`src/dpm_pkg.sv`:
```
`timescale 1ns / 1ps

package dpm_pkg;

   localparam int PeriodWidth = 16;
   localparam int OverflowWidth = 6;
   localparam int CaptureShift = 6;

   localparam logic [PeriodWidth-1:0] PERIOD_STOPPED = 16'hFFFF;
   localparam logic [3:0] WHEEL_TIMEOUT_PHASE = 4'hF;

   typedef enum logic [1:0] {
      OP_RPM_CAPTURE = 2'd0,
      OP_SPEED_CHECK = 2'd1,
      OP_OVERFLOW    = 2'd2
   } op_type;

   typedef struct packed {
      logic [1:0]             operation;
      logic [PeriodWidth-1:0] capture_value;
      logic                   pin_level;
   } req_type;

   typedef struct packed {
      logic [PeriodWidth-1:0] rpm_period;
      logic [PeriodWidth-1:0] wheel_period;
      logic                   rotation;
      logic                   activity;
   } rsp_type;

endpackage

```
`src/dpm_core.sv`:
```
`timescale 1ns / 1ps

module dpm_core (
   input  logic            clock,
   input  logic            reset,
   input  logic            step,
   input  dpm_pkg::req_type req,
   output dpm_pkg::rsp_type res
);
   import dpm_pkg::*;

   logic [PeriodWidth-1:0]   rpm_newest_ff, rpm_newest_in;
   logic [PeriodWidth-1:0]   rpm_older_ff, rpm_older_in;
   logic [PeriodWidth-1:0]   last_rpm_capture_ff, last_rpm_capture_in;
   logic [PeriodWidth-1:0]   last_wheel_stamp_ff, last_wheel_stamp_in;
   logic [PeriodWidth-1:0]   wheel_period_ff, wheel_period_in;
   logic                     rpm_idle_ff, rpm_idle_in;
   logic                     wheel_idle_ff, wheel_idle_in;
   logic [OverflowWidth-1:0] overflow_count_ff, overflow_count_in;

   logic [PeriodWidth-1:0]   wheel_stamp;
   logic [OverflowWidth-1:0] overflow_next;
   logic [PeriodWidth+1:0]   scaled_new;
   logic [PeriodWidth+1:0]   scaled_old;
   logic                     rotation;
   logic                     activity;

   // The coarse stamp packs the overflow count above the upper capture bits.
   assign wheel_stamp = {overflow_count_ff, req.capture_value[PeriodWidth-1:CaptureShift]};
   assign overflow_next = overflow_count_ff + 1'b1;

   always_comb begin
      rpm_newest_in = rpm_newest_ff;
      rpm_older_in = rpm_older_ff;
      last_rpm_capture_in = last_rpm_capture_ff;
      last_wheel_stamp_in = last_wheel_stamp_ff;
      wheel_period_in = wheel_period_ff;
      rpm_idle_in = rpm_idle_ff;
      wheel_idle_in = wheel_idle_ff;
      overflow_count_in = overflow_count_ff;
      rotation = 1'b0;
      activity = 1'b0;
      if (step) begin
         case (op_type'(req.operation))
            OP_RPM_CAPTURE: begin
               rpm_older_in = rpm_newest_ff;
               rpm_newest_in = req.capture_value - last_rpm_capture_ff;
               last_rpm_capture_in = req.capture_value;
               rpm_idle_in = 1'b0;
               activity = 1'b1;
            end
            OP_SPEED_CHECK: begin
               if (!req.pin_level) begin
                  if (last_wheel_stamp_ff != PERIOD_STOPPED) begin
                     wheel_period_in = wheel_stamp - last_wheel_stamp_ff;
                  end
                  last_wheel_stamp_in = wheel_stamp;
                  wheel_idle_in = 1'b0;
                  rotation = 1'b1;
                  activity = 1'b1;
               end
            end
            OP_OVERFLOW: begin
               if (rpm_idle_ff) begin
                  rpm_newest_in = PERIOD_STOPPED;
                  rpm_older_in = PERIOD_STOPPED;
               end
               rpm_idle_in = 1'b1;
               overflow_count_in = overflow_next;
               if (overflow_next[3:0] == WHEEL_TIMEOUT_PHASE) begin
                  if (wheel_idle_ff) begin
                     wheel_period_in = PERIOD_STOPPED;
                     last_wheel_stamp_in = PERIOD_STOPPED;
                  end
                  wheel_idle_in = 1'b1;
               end
            end
            default: begin
            end
         endcase
      end
   end

   // The newest period is taken as a missed pulse when it is below three
   // quarters of the older one, compared exactly as 4*new < 3*old.
   assign scaled_new = {rpm_newest_in, 2'b00};
   assign scaled_old = {2'b00, rpm_older_in} + {1'b0, rpm_older_in, 1'b0};

   assign res.rpm_period = (scaled_new < scaled_old) ? rpm_older_in : rpm_newest_in;
   assign res.wheel_period = wheel_period_in;
   assign res.rotation = rotation;
   assign res.activity = activity;

   always_ff @(posedge clock) begin
      if (reset) begin
         rpm_newest_ff <= PERIOD_STOPPED;
         rpm_older_ff <= PERIOD_STOPPED;
         last_rpm_capture_ff <= '0;
         last_wheel_stamp_ff <= '0;
         wheel_period_ff <= PERIOD_STOPPED;
         rpm_idle_ff <= 1'b1;
         wheel_idle_ff <= 1'b1;
         overflow_count_ff <= '0;
      end else begin
         rpm_newest_ff <= rpm_newest_in;
         rpm_older_ff <= rpm_older_in;
         last_rpm_capture_ff <= last_rpm_capture_in;
         last_wheel_stamp_ff <= last_wheel_stamp_in;
         wheel_period_ff <= wheel_period_in;
         rpm_idle_ff <= rpm_idle_in;
         wheel_idle_ff <= wheel_idle_in;
         overflow_count_ff <= overflow_count_in;
      end
   end

   a_capture_clears_idle: assert property (@(posedge clock) disable iff (reset)
      step && req.operation == OP_RPM_CAPTURE |=> !rpm_idle_ff)
      else $error("rpm capture did not clear the idle flag");

   a_rpm_timeout: assert property (@(posedge clock) disable iff (reset)
      step && req.operation == OP_OVERFLOW && rpm_idle_ff
      |=> rpm_newest_ff == PERIOD_STOPPED && rpm_older_ff == PERIOD_STOPPED)
      else $error("rpm periods not stopped after two idle overflows");

   a_overflow_count_hold: assert property (@(posedge clock) disable iff (reset)
      !(step && req.operation == OP_OVERFLOW) |=> $stable(overflow_count_ff))
      else $error("overflow count changed without an overflow request");

   a_rotation_activity: assert property (@(posedge clock) disable iff (reset)
      res.rotation |-> res.activity && step && req.operation == OP_SPEED_CHECK)
      else $error("rotation flagged without a valid speed check");

endmodule

```
`src/dual_period_meter_with_timeout.sv`:
```
`timescale 1ns / 1ps

// Dual period meter with timeout.
// Each request on the req_ channel is one timer event: an rpm capture, a
// delayed speed edge check with the pin level, or a timer overflow tick.
// Every request yields exactly one response on the rsp_ channel, carrying the
// selected rpm period, the wheel period after the event, and the rotation and
// activity flags. A period of 65535 means the input is stopped.
// A request is registered on acceptance and processed into the response
// register once that register is empty or being read by the receiver.
// One request per cycle is sustained while every response is taken; the
// only loop is the update of the measurement registers in the core.
// Reset clears both stages and returns all periods to stopped, the capture
// history to zero and the overflow count to zero.
// When the receiver stalls, the response register holds its result, the
// input register keeps one more request, and req_ready falls only when both
// are full.
module dual_period_meter_with_timeout (
   input  logic                             clock,
   input  logic                             reset,
   input  logic                             req_valid,
   output logic                             req_ready,
   input  logic [1:0]                       req_operation,
   input  logic [dpm_pkg::PeriodWidth-1:0]  req_capture_value,
   input  logic                             req_pin_level,
   output logic                             rsp_valid,
   input  logic                             rsp_ready,
   output logic [dpm_pkg::PeriodWidth-1:0]  rsp_rpm_period,
   output logic [dpm_pkg::PeriodWidth-1:0]  rsp_wheel_period,
   output logic                             rsp_rotation,
   output logic                             rsp_activity
);
   import dpm_pkg::*;

   logic    in_valid_ff, in_valid_in;
   req_type in_req_ff;
   logic    out_valid_ff, out_valid_in;
   rsp_type out_rsp_ff;
   rsp_type core_rsp;
   logic    advance;
   logic    take;

   assign advance = in_valid_ff && (!out_valid_ff || rsp_ready);
   assign req_ready = !in_valid_ff || advance;
   assign take = req_valid && req_ready;

   assign in_valid_in = take || (in_valid_ff && !advance);
   assign out_valid_in = advance || (out_valid_ff && !rsp_ready);

   dpm_core u_core (
      .clock (clock),
      .reset (reset),
      .step  (advance),
      .req   (in_req_ff),
      .res   (core_rsp)
   );

   always_ff @(posedge clock) begin
      if (reset) begin
         in_valid_ff <= 1'b0;
         out_valid_ff <= 1'b0;
      end else begin
         in_valid_ff <= in_valid_in;
         out_valid_ff <= out_valid_in;
      end
   end

   always_ff @(posedge clock) begin
      if (take) begin
         in_req_ff.operation <= req_operation;
         in_req_ff.capture_value <= req_capture_value;
         in_req_ff.pin_level <= req_pin_level;
      end
      if (advance) begin
         out_rsp_ff <= core_rsp;
      end
   end

   assign rsp_valid = out_valid_ff;
   assign rsp_rpm_period = out_rsp_ff.rpm_period;
   assign rsp_wheel_period = out_rsp_ff.wheel_period;
   assign rsp_rotation = out_rsp_ff.rotation;
   assign rsp_activity = out_rsp_ff.activity;

endmodule

```
`config.mk`:
```
export PLATFORM = sky130hd
export DESIGN_NAME = dual_period_meter_with_timeout
export DESIGN_NICKNAME = d
export VERILOG_FILES = /design/src/dpm_pkg.sv /design/src/dpm_core.sv /design/src/dual_period_meter_with_timeout.sv
export SDC_FILE = /design/constraint.sdc
export NUM_CORES = 1
export LEC_CHECK = 0
export BUFFER_PORTS_ARGS = -buffer_cell sky130_fd_sc_hd__buf_4
export CAP_MARGIN = 20
export CORE_UTILIZATION = 49
export CTS_BUF_LIST = sky130_fd_sc_hd__clkbuf_8
export DETAILED_ROUTE_END_ITERATION = 8
export GPL_TIMING_DRIVEN = 0
export PLACE_DENSITY = 0.69
export SKIP_CTS_REPAIR_TIMING = 1
export SLEW_MARGIN = 20
export SYNTH_ARGS = -nofsm -noshare
export SYNTH_HDL_FRONTEND = slang
export SYNTH_SLANG_ARGS = --single-unit
```
`constraint.sdc`:
```
create_clock -name clock -period 6 [get_ports clock]
set_input_delay 1.2 -clock clock [delete_from_list [all_inputs] [get_ports clock]]
set_output_delay 1.2 -clock clock [all_outputs]
set_load 0.01 [all_outputs]
```
# Word-level counts from Yosys, hierarchy flattened
# Cells that the tools add are included.
word_totals:
  ff_bits: 143
  inputBits: 23
  wordCells: 72
classes:
  add_sub_neg: 4
  order_cmp: 1
  eq_ne: 7
  n_mux: 23
  reduce_logical: 20
ops:
  columns: ["cell", "count"]
  rows:
  - ["16-bit two-way mux", 13]
  - ["16-bit case mux with 2 select lines", 4]
  - ["16-bit subtractor", 2]
  - ["16-bit by 17-bit adder with 18-bit output", 1]
  - ["18-bit less-than comparator", 1]
  - ["16-bit != test, second input constant", 1]
  - ["6-bit by 1-bit adder with 6-bit output, second input constant", 1]
  - ["1-bit case mux with 2 select lines", 3]
  - ["2-bit AND reduction", 3]
  - ["5-bit AND reduction", 1]
  - ["4-bit == test, second input constant", 1]
  - ["1-bit logical AND", 4]
  - ["1-bit logical NOT", 4]
  - ["1-bit logical OR", 4]
  - ["2-bit by 1-bit != test with 1-bit output, second input constant", 2]
  - ["4-bit AND reduction", 1]
  - ["2-bit nonzero test", 2]
  - ["1-bit two-way mux", 3]
  - ["2-bit by 1-bit == test with 1-bit output, second input constant", 1]
  - ["2-bit == test, second input constant", 1]
  - ["2-bit logical NOT", 1]
  - ["2-bit != test, second input constant", 1]

# Depth between registers and ports, before layout
logic_depth:
  depth_word: 7
  ltp_mapped: 25
  depth_no_buf: 23

# Cells and area by module
# A second synthesis with hierarchy kept.
hier_totals:
  hier_cells: 951
  hier_area_um2: 8484.4
modules_own_cells:
  columns: ["mod", "instances", "cells_each", "area_each_um2"]
  rows:
  - ["dpm_core", 1, 888, 6789.0]
  - ["dual_period_meter_with_timeout", 1, 63, 1695.4]

# Worst setup path before layout
# No wires, ideal clock.
synth_timing:
  path_kind: "input-to-reg"
  startpoint: "input port rsp_ready"
  endpoint: "register out_rsp_ff (netlist bit rsp_rpm_period[13]) (data pin)"
  setup_ns: 0.260
  arrival_ns: 5.695
  required_time_ns: 5.740
  path_slack_ns: 0.045
  cell_stages: 24
  n_path_buf: 3
  cell_sequence: "nand2b_2 -> o211a_1 -> buf_2 -> nand2b_1 -> clkbuf_1 -> o21ai_0 -> a21oi_1 -> ha_1 -> a21oi_1 -> o21bai_1 -> a221oi_1 -> o21ai_0 -> a21o_1 -> a21oi_1 -> xor2_1 -> ha_1 -> a21oi_1 -> nor2_1 -> a211oi_2 -> o21a_1 -> nor2_1 -> a2111oi_4 -> buf_6 -> mux2_4"
synth_lines:
  columns: ["item", "line_no", "text"]
  rows:
  - ["from (decl)", "dual_period_meter_with_timeout.sv:27", "input logic rsp_ready,"]
  - ["to (signal assigned)", "dual_period_meter_with_timeout.sv:75", "out_rsp_ff <= core_rsp;"]
  - ["to (decl)", "dual_period_meter_with_timeout.sv:38", "rsp_type out_rsp_ff;"]

==> impl_metrics.csv <==
group,metric,value,unit
critical_path,cp_common_cell,"nand2_1",
sta,final_max_slew_viol_count,0,
synthesis,async_flop_share,0,%
sta,hold_slack,0.456,ns
floorplan,coreArea,0.0173,mm²
power_and_ir_drop,p_int,1.83,mW
critical_path,path_buf_inv,4,
clock_tree,cts_tree,"built",
sta,setup_viol,0,
power_and_ir_drop,p_comb_share,24.4,%
sta,final.period_utilization,94.2,%
synthesis,ys.flop_type,"dfxtp_1",
clock_tree,root_buffer,"clkbuf_8",
critical_path,crit_type,"reg -> reg",
worst_hold_path,hold_class,"reg -> reg",
power_and_ir_drop,p_leak,3.80,nW
sta,slew_headroom,44.1,%
power_and_ir_drop,seq_power_share,41.6,%
critical_path,regToRegSetupSlack,0.35,ns
synthesis,synth_cell_types,73,
drt,detail-route-antenna-nets,0,
critical_path,path_delay_family,"compound AO/OA/AOI/OAI gates",
critical_path,path_cells,"inv_1 > ha_1 > clkbuf_2 > nor2_4 > clkbuf_1 > a21oi_1 > ha_1 > nand2_1 > nor2_1 > nand2_1 > o21ai_1 > nand2_1 > a21bo_2 > a21o_1 > ha_1 > nand2_1 > nor2_1 > a211oi_2 > o21a_1 > nor2_1 > a2111oi_4 > buf_4 > mux2_2",
clock_tree,clk_pin_slew,0.08,ns
clock_tree,cts_made_buffers,17,
run_status,status,"finished clean",
power_and_ir_drop,p_clk_share,34.0,%
placed_design,io_buffers,57,
synthesis,synth-seq-cells,143,
synthesis,syn_avg_cell_area,8.68,µm²
clock_tree,h-tree-depth,4,
clock_tree,clock_path_buffers,2,
synthesis,syn_inst,1000,
critical_path,cp_data_required_time,6.21,ns
global_routing,grt-ovfl-total,0,
floorplan,die_area,0.0183,mm²
clock_tree,insertion_delay,0.46,ns
sta,fmax,0.177,GHz
global_routing,antenna_found_initial,0,
floorplan,io_pins,59,
critical_path,crit_arrival,5.86,ns
drt,num_vias,7467,
global_routing,grt_usage,24.5,%
power_and_ir_drop,ir_worst_vdd,0.000156,V
drt,drtPass1Iterations,5,
cells_and_area,drive_gt1_share,13.0,%
cells_and_area,diodes,0,
synthesis,syn_area,0.00868,mm²
drt,first_iter_violations,683,
clock_tree,cts.sinks,143,
placed_design,gp_congestion,0.929,
drt,drt-total-wl,21600,µm
drt,wl_per_cell,16.4,µm
floorplan,initial_utilization,50.2,%
synthesis,yosys_warnings,0,
sta,skew,0.0137,ns
power_and_ir_drop,power.total,2.61,mW
synthesis,syn_nets,1095,
cells_and_area,syn_to_final_growth,14.4,%
sta,worst_slew_pin_slew,0.817,ns
sta,hold_viol,0,
placed_design,dp_hpwl,16200,µm
global_routing,grt_pass1_wl,34700,µm
drt,via_per_inst,5.67,
synthesis,synth-seq-area-share,39.1,%
synthesis,synth_enable_flop_cells,53,
cells_and_area,nets,1174,
cells_and_area,final_cell_mix,"nand2_1 (119), a21oi_1 (92), dfxtp_1 (90), nor2_1 (89), inv_1 (70)",
cells_and_area,final_common_cell,"nand2_1",
critical_path,startpoint_type,"flop",
critical_path,crit_fanout,10,
run,max-cap-violations,0,
floorplan,fp.dieW,135,µm
global_routing,grt_pass1_vias,6688,
sta,fin_crit,5.65,ns
floorplan,die_h,135,µm
power_and_ir_drop,powerDensity,263,mW/mm²
power_and_ir_drop,swShare,30.1,%
floorplan,rows,48,
global_routing,grt_start_max_net_pins,23,
drt,drc,0,
critical_path,critical-path-slowest-cell,"edfxtp_1",
power_and_ir_drop,switching_power,785,µW
critical_path,end_kind,"flop",
critical_path,cp_slowest_stage_delay,0.41,ns
## cells by family after synthesis
| group | count (synthesis) | share of synthesized area, % |
|---|---|---|
| and+or+nand+nor | 353 | 19.4 |
| AOI/OAI and AO/OA | 271 | 20.2 |
| DFF | 143 | 39.1 |
| buffers and inverters | 108 | 4.81 |
| adders and majority gates | 72 | 10.6 |
| xor gates and xnor gates | 31 | 3.13 |
| muxes | 22 | 2.75 |
## final cells by class
| type | count | area, µm² |
|---|---|---|
| fill | 1587 | 7360 |
| inverter | 69 | 259 |
| tap | 225 | 282 |
| timing repair buffer | 61 | 478 |
| multi-input combinational | 749 | 4910 |
| clock inverter | 15 | 219 |
| buffer | 38 | 164 |
| sequential | 143 | 3390 |
| clock buffer | 17 | 234 |
## through the flow
stage / cell area [µm²] / TNS [ns] / utilization (%) / worst slack [ns] / cells
after floorplan: 8680 / 0 / - / 0.0449 / 1000
after global placement: 9390 / -14.10 / 54.3 / -1.03 / 1282
after detailed placement: 9420 / -14.52 / 54.5 / -1.07 / 1283
after CTS: 9870 / -7.92 / 57.1 / -0.649 / 1315
after global routing: 9940 / -0.0246 / 57.4 / -0.0144 / 1317
final: 9940 / 0 / 57.4 / 0.349 / 1317
## power by group through the flow
stage               clock (mW)  sequential (mW)  combinational (mW)
CTS                      0.901             1.09               0.616
global placement             0             1.11               0.600
floorplan                    0             1.11               0.454
finish                   0.887             1.09               0.637
detailed placement           0             1.11               0.611
global route             0.934             1.09               0.704
## synthesized netlist by cell type (6+ instances only)
library cell | count | area share, %
nor2_1 | 90 | 3.9
xor2_1 | 10 | 1.0
o211ai_1 | 6 | 0.52
o21bai_1 | 9 | 0.78
ha_1 | 69 | 9.9
mux2i_1 | 13 | 1.5
nand2_1 | 119 | 5.1
dfxtp_1 | 90 | 21
nand4_1 | 8 | 0.58
and3_1 | 10 | 0.72
o21a_1 | 14 | 1.2
a21o_1 | 15 | 1.3
nor4_1 | 11 | 0.79
a21oi_1 | 96 | 5.5
clkbuf_1 | 31 | 1.3
inv_1 | 69 | 3.0
xnor2_1 | 21 | 2.1
or2_2 | 15 | 1.1
nor2b_1 | 8 | 0.58
nand3_1 | 10 | 0.58
a31oi_1 | 7 | 0.50
o21ai_0 | 61 | 3.5
a211oi_1 | 7 | 0.61
edfxtp_1 | 53 | 18
mux2_2 | 7 | 0.91
nor3_1 | 28 | 1.6
nand2b_1 | 28 | 2.0
## worst paths after layout
kind,start,endpoint,depth (start not counted)
setup / recovery,in_req_ff[17],rsp_rpm_period[2],23
hold / removal,u_core.last_rpm_capture_ff[13],u_core.last_rpm_capture_ff[13],2
setup reg to reg,in_req_ff[17],rsp_rpm_period[2],23
hold reg to reg,u_core.last_rpm_capture_ff[13],u_core.last_rpm_capture_ff[13],2
## registers in the layout, summed over array words and instances (netlist names)
signal and flops:
rsp_rpm_period 16, u_core.rpm_older_ff 16, u_core.last_wheel_stamp_ff 16, in_valid_ff 1
u_core.rpm_idle_ff 1, u_core.overflow_count_ff 6, u_core.wheel_idle_ff 1, u_core.rpm_newest_ff 16
u_core.wheel_period_ff 16, u_core.last_rpm_capture_ff 16, rsp_wheel_period 16, rsp_rotation 1
in_req_ff 19, rsp_activity 1, rsp_valid 1
## metal layers
metal	part of all wire, %	up-vias	track usage [%]
li1	-	3708	-
met1	50	3478	37.0
met2	43	257	36.1
met3	5.9	24	3.23
met4	1.4	0	7.24
met5	0	-	0
## worst register-to-register path: stages, from the launching register on
cell and delay, ns:
edfxtp_1 0.41, inv_1 0.12, ha_1 0.34, clkbuf_2 0.31, nor2_4 0.35, clkbuf_1 0.40
a21oi_1 0.25, ha_1 0.41, nand2_1 0.07, nor2_1 0.13, nand2_1 0.07, o21ai_1 0.32
nand2_1 0.14, a21bo_2 0.22, a21o_1 0.16, ha_1 0.29, nand2_1 0.06, nor2_1 0.04
a211oi_2 0.19, o21a_1 0.17, nor2_1 0.06, a2111oi_4 0.33, buf_4 0.22, mux2_2 0.35
(Power assumes the default switching activity.)
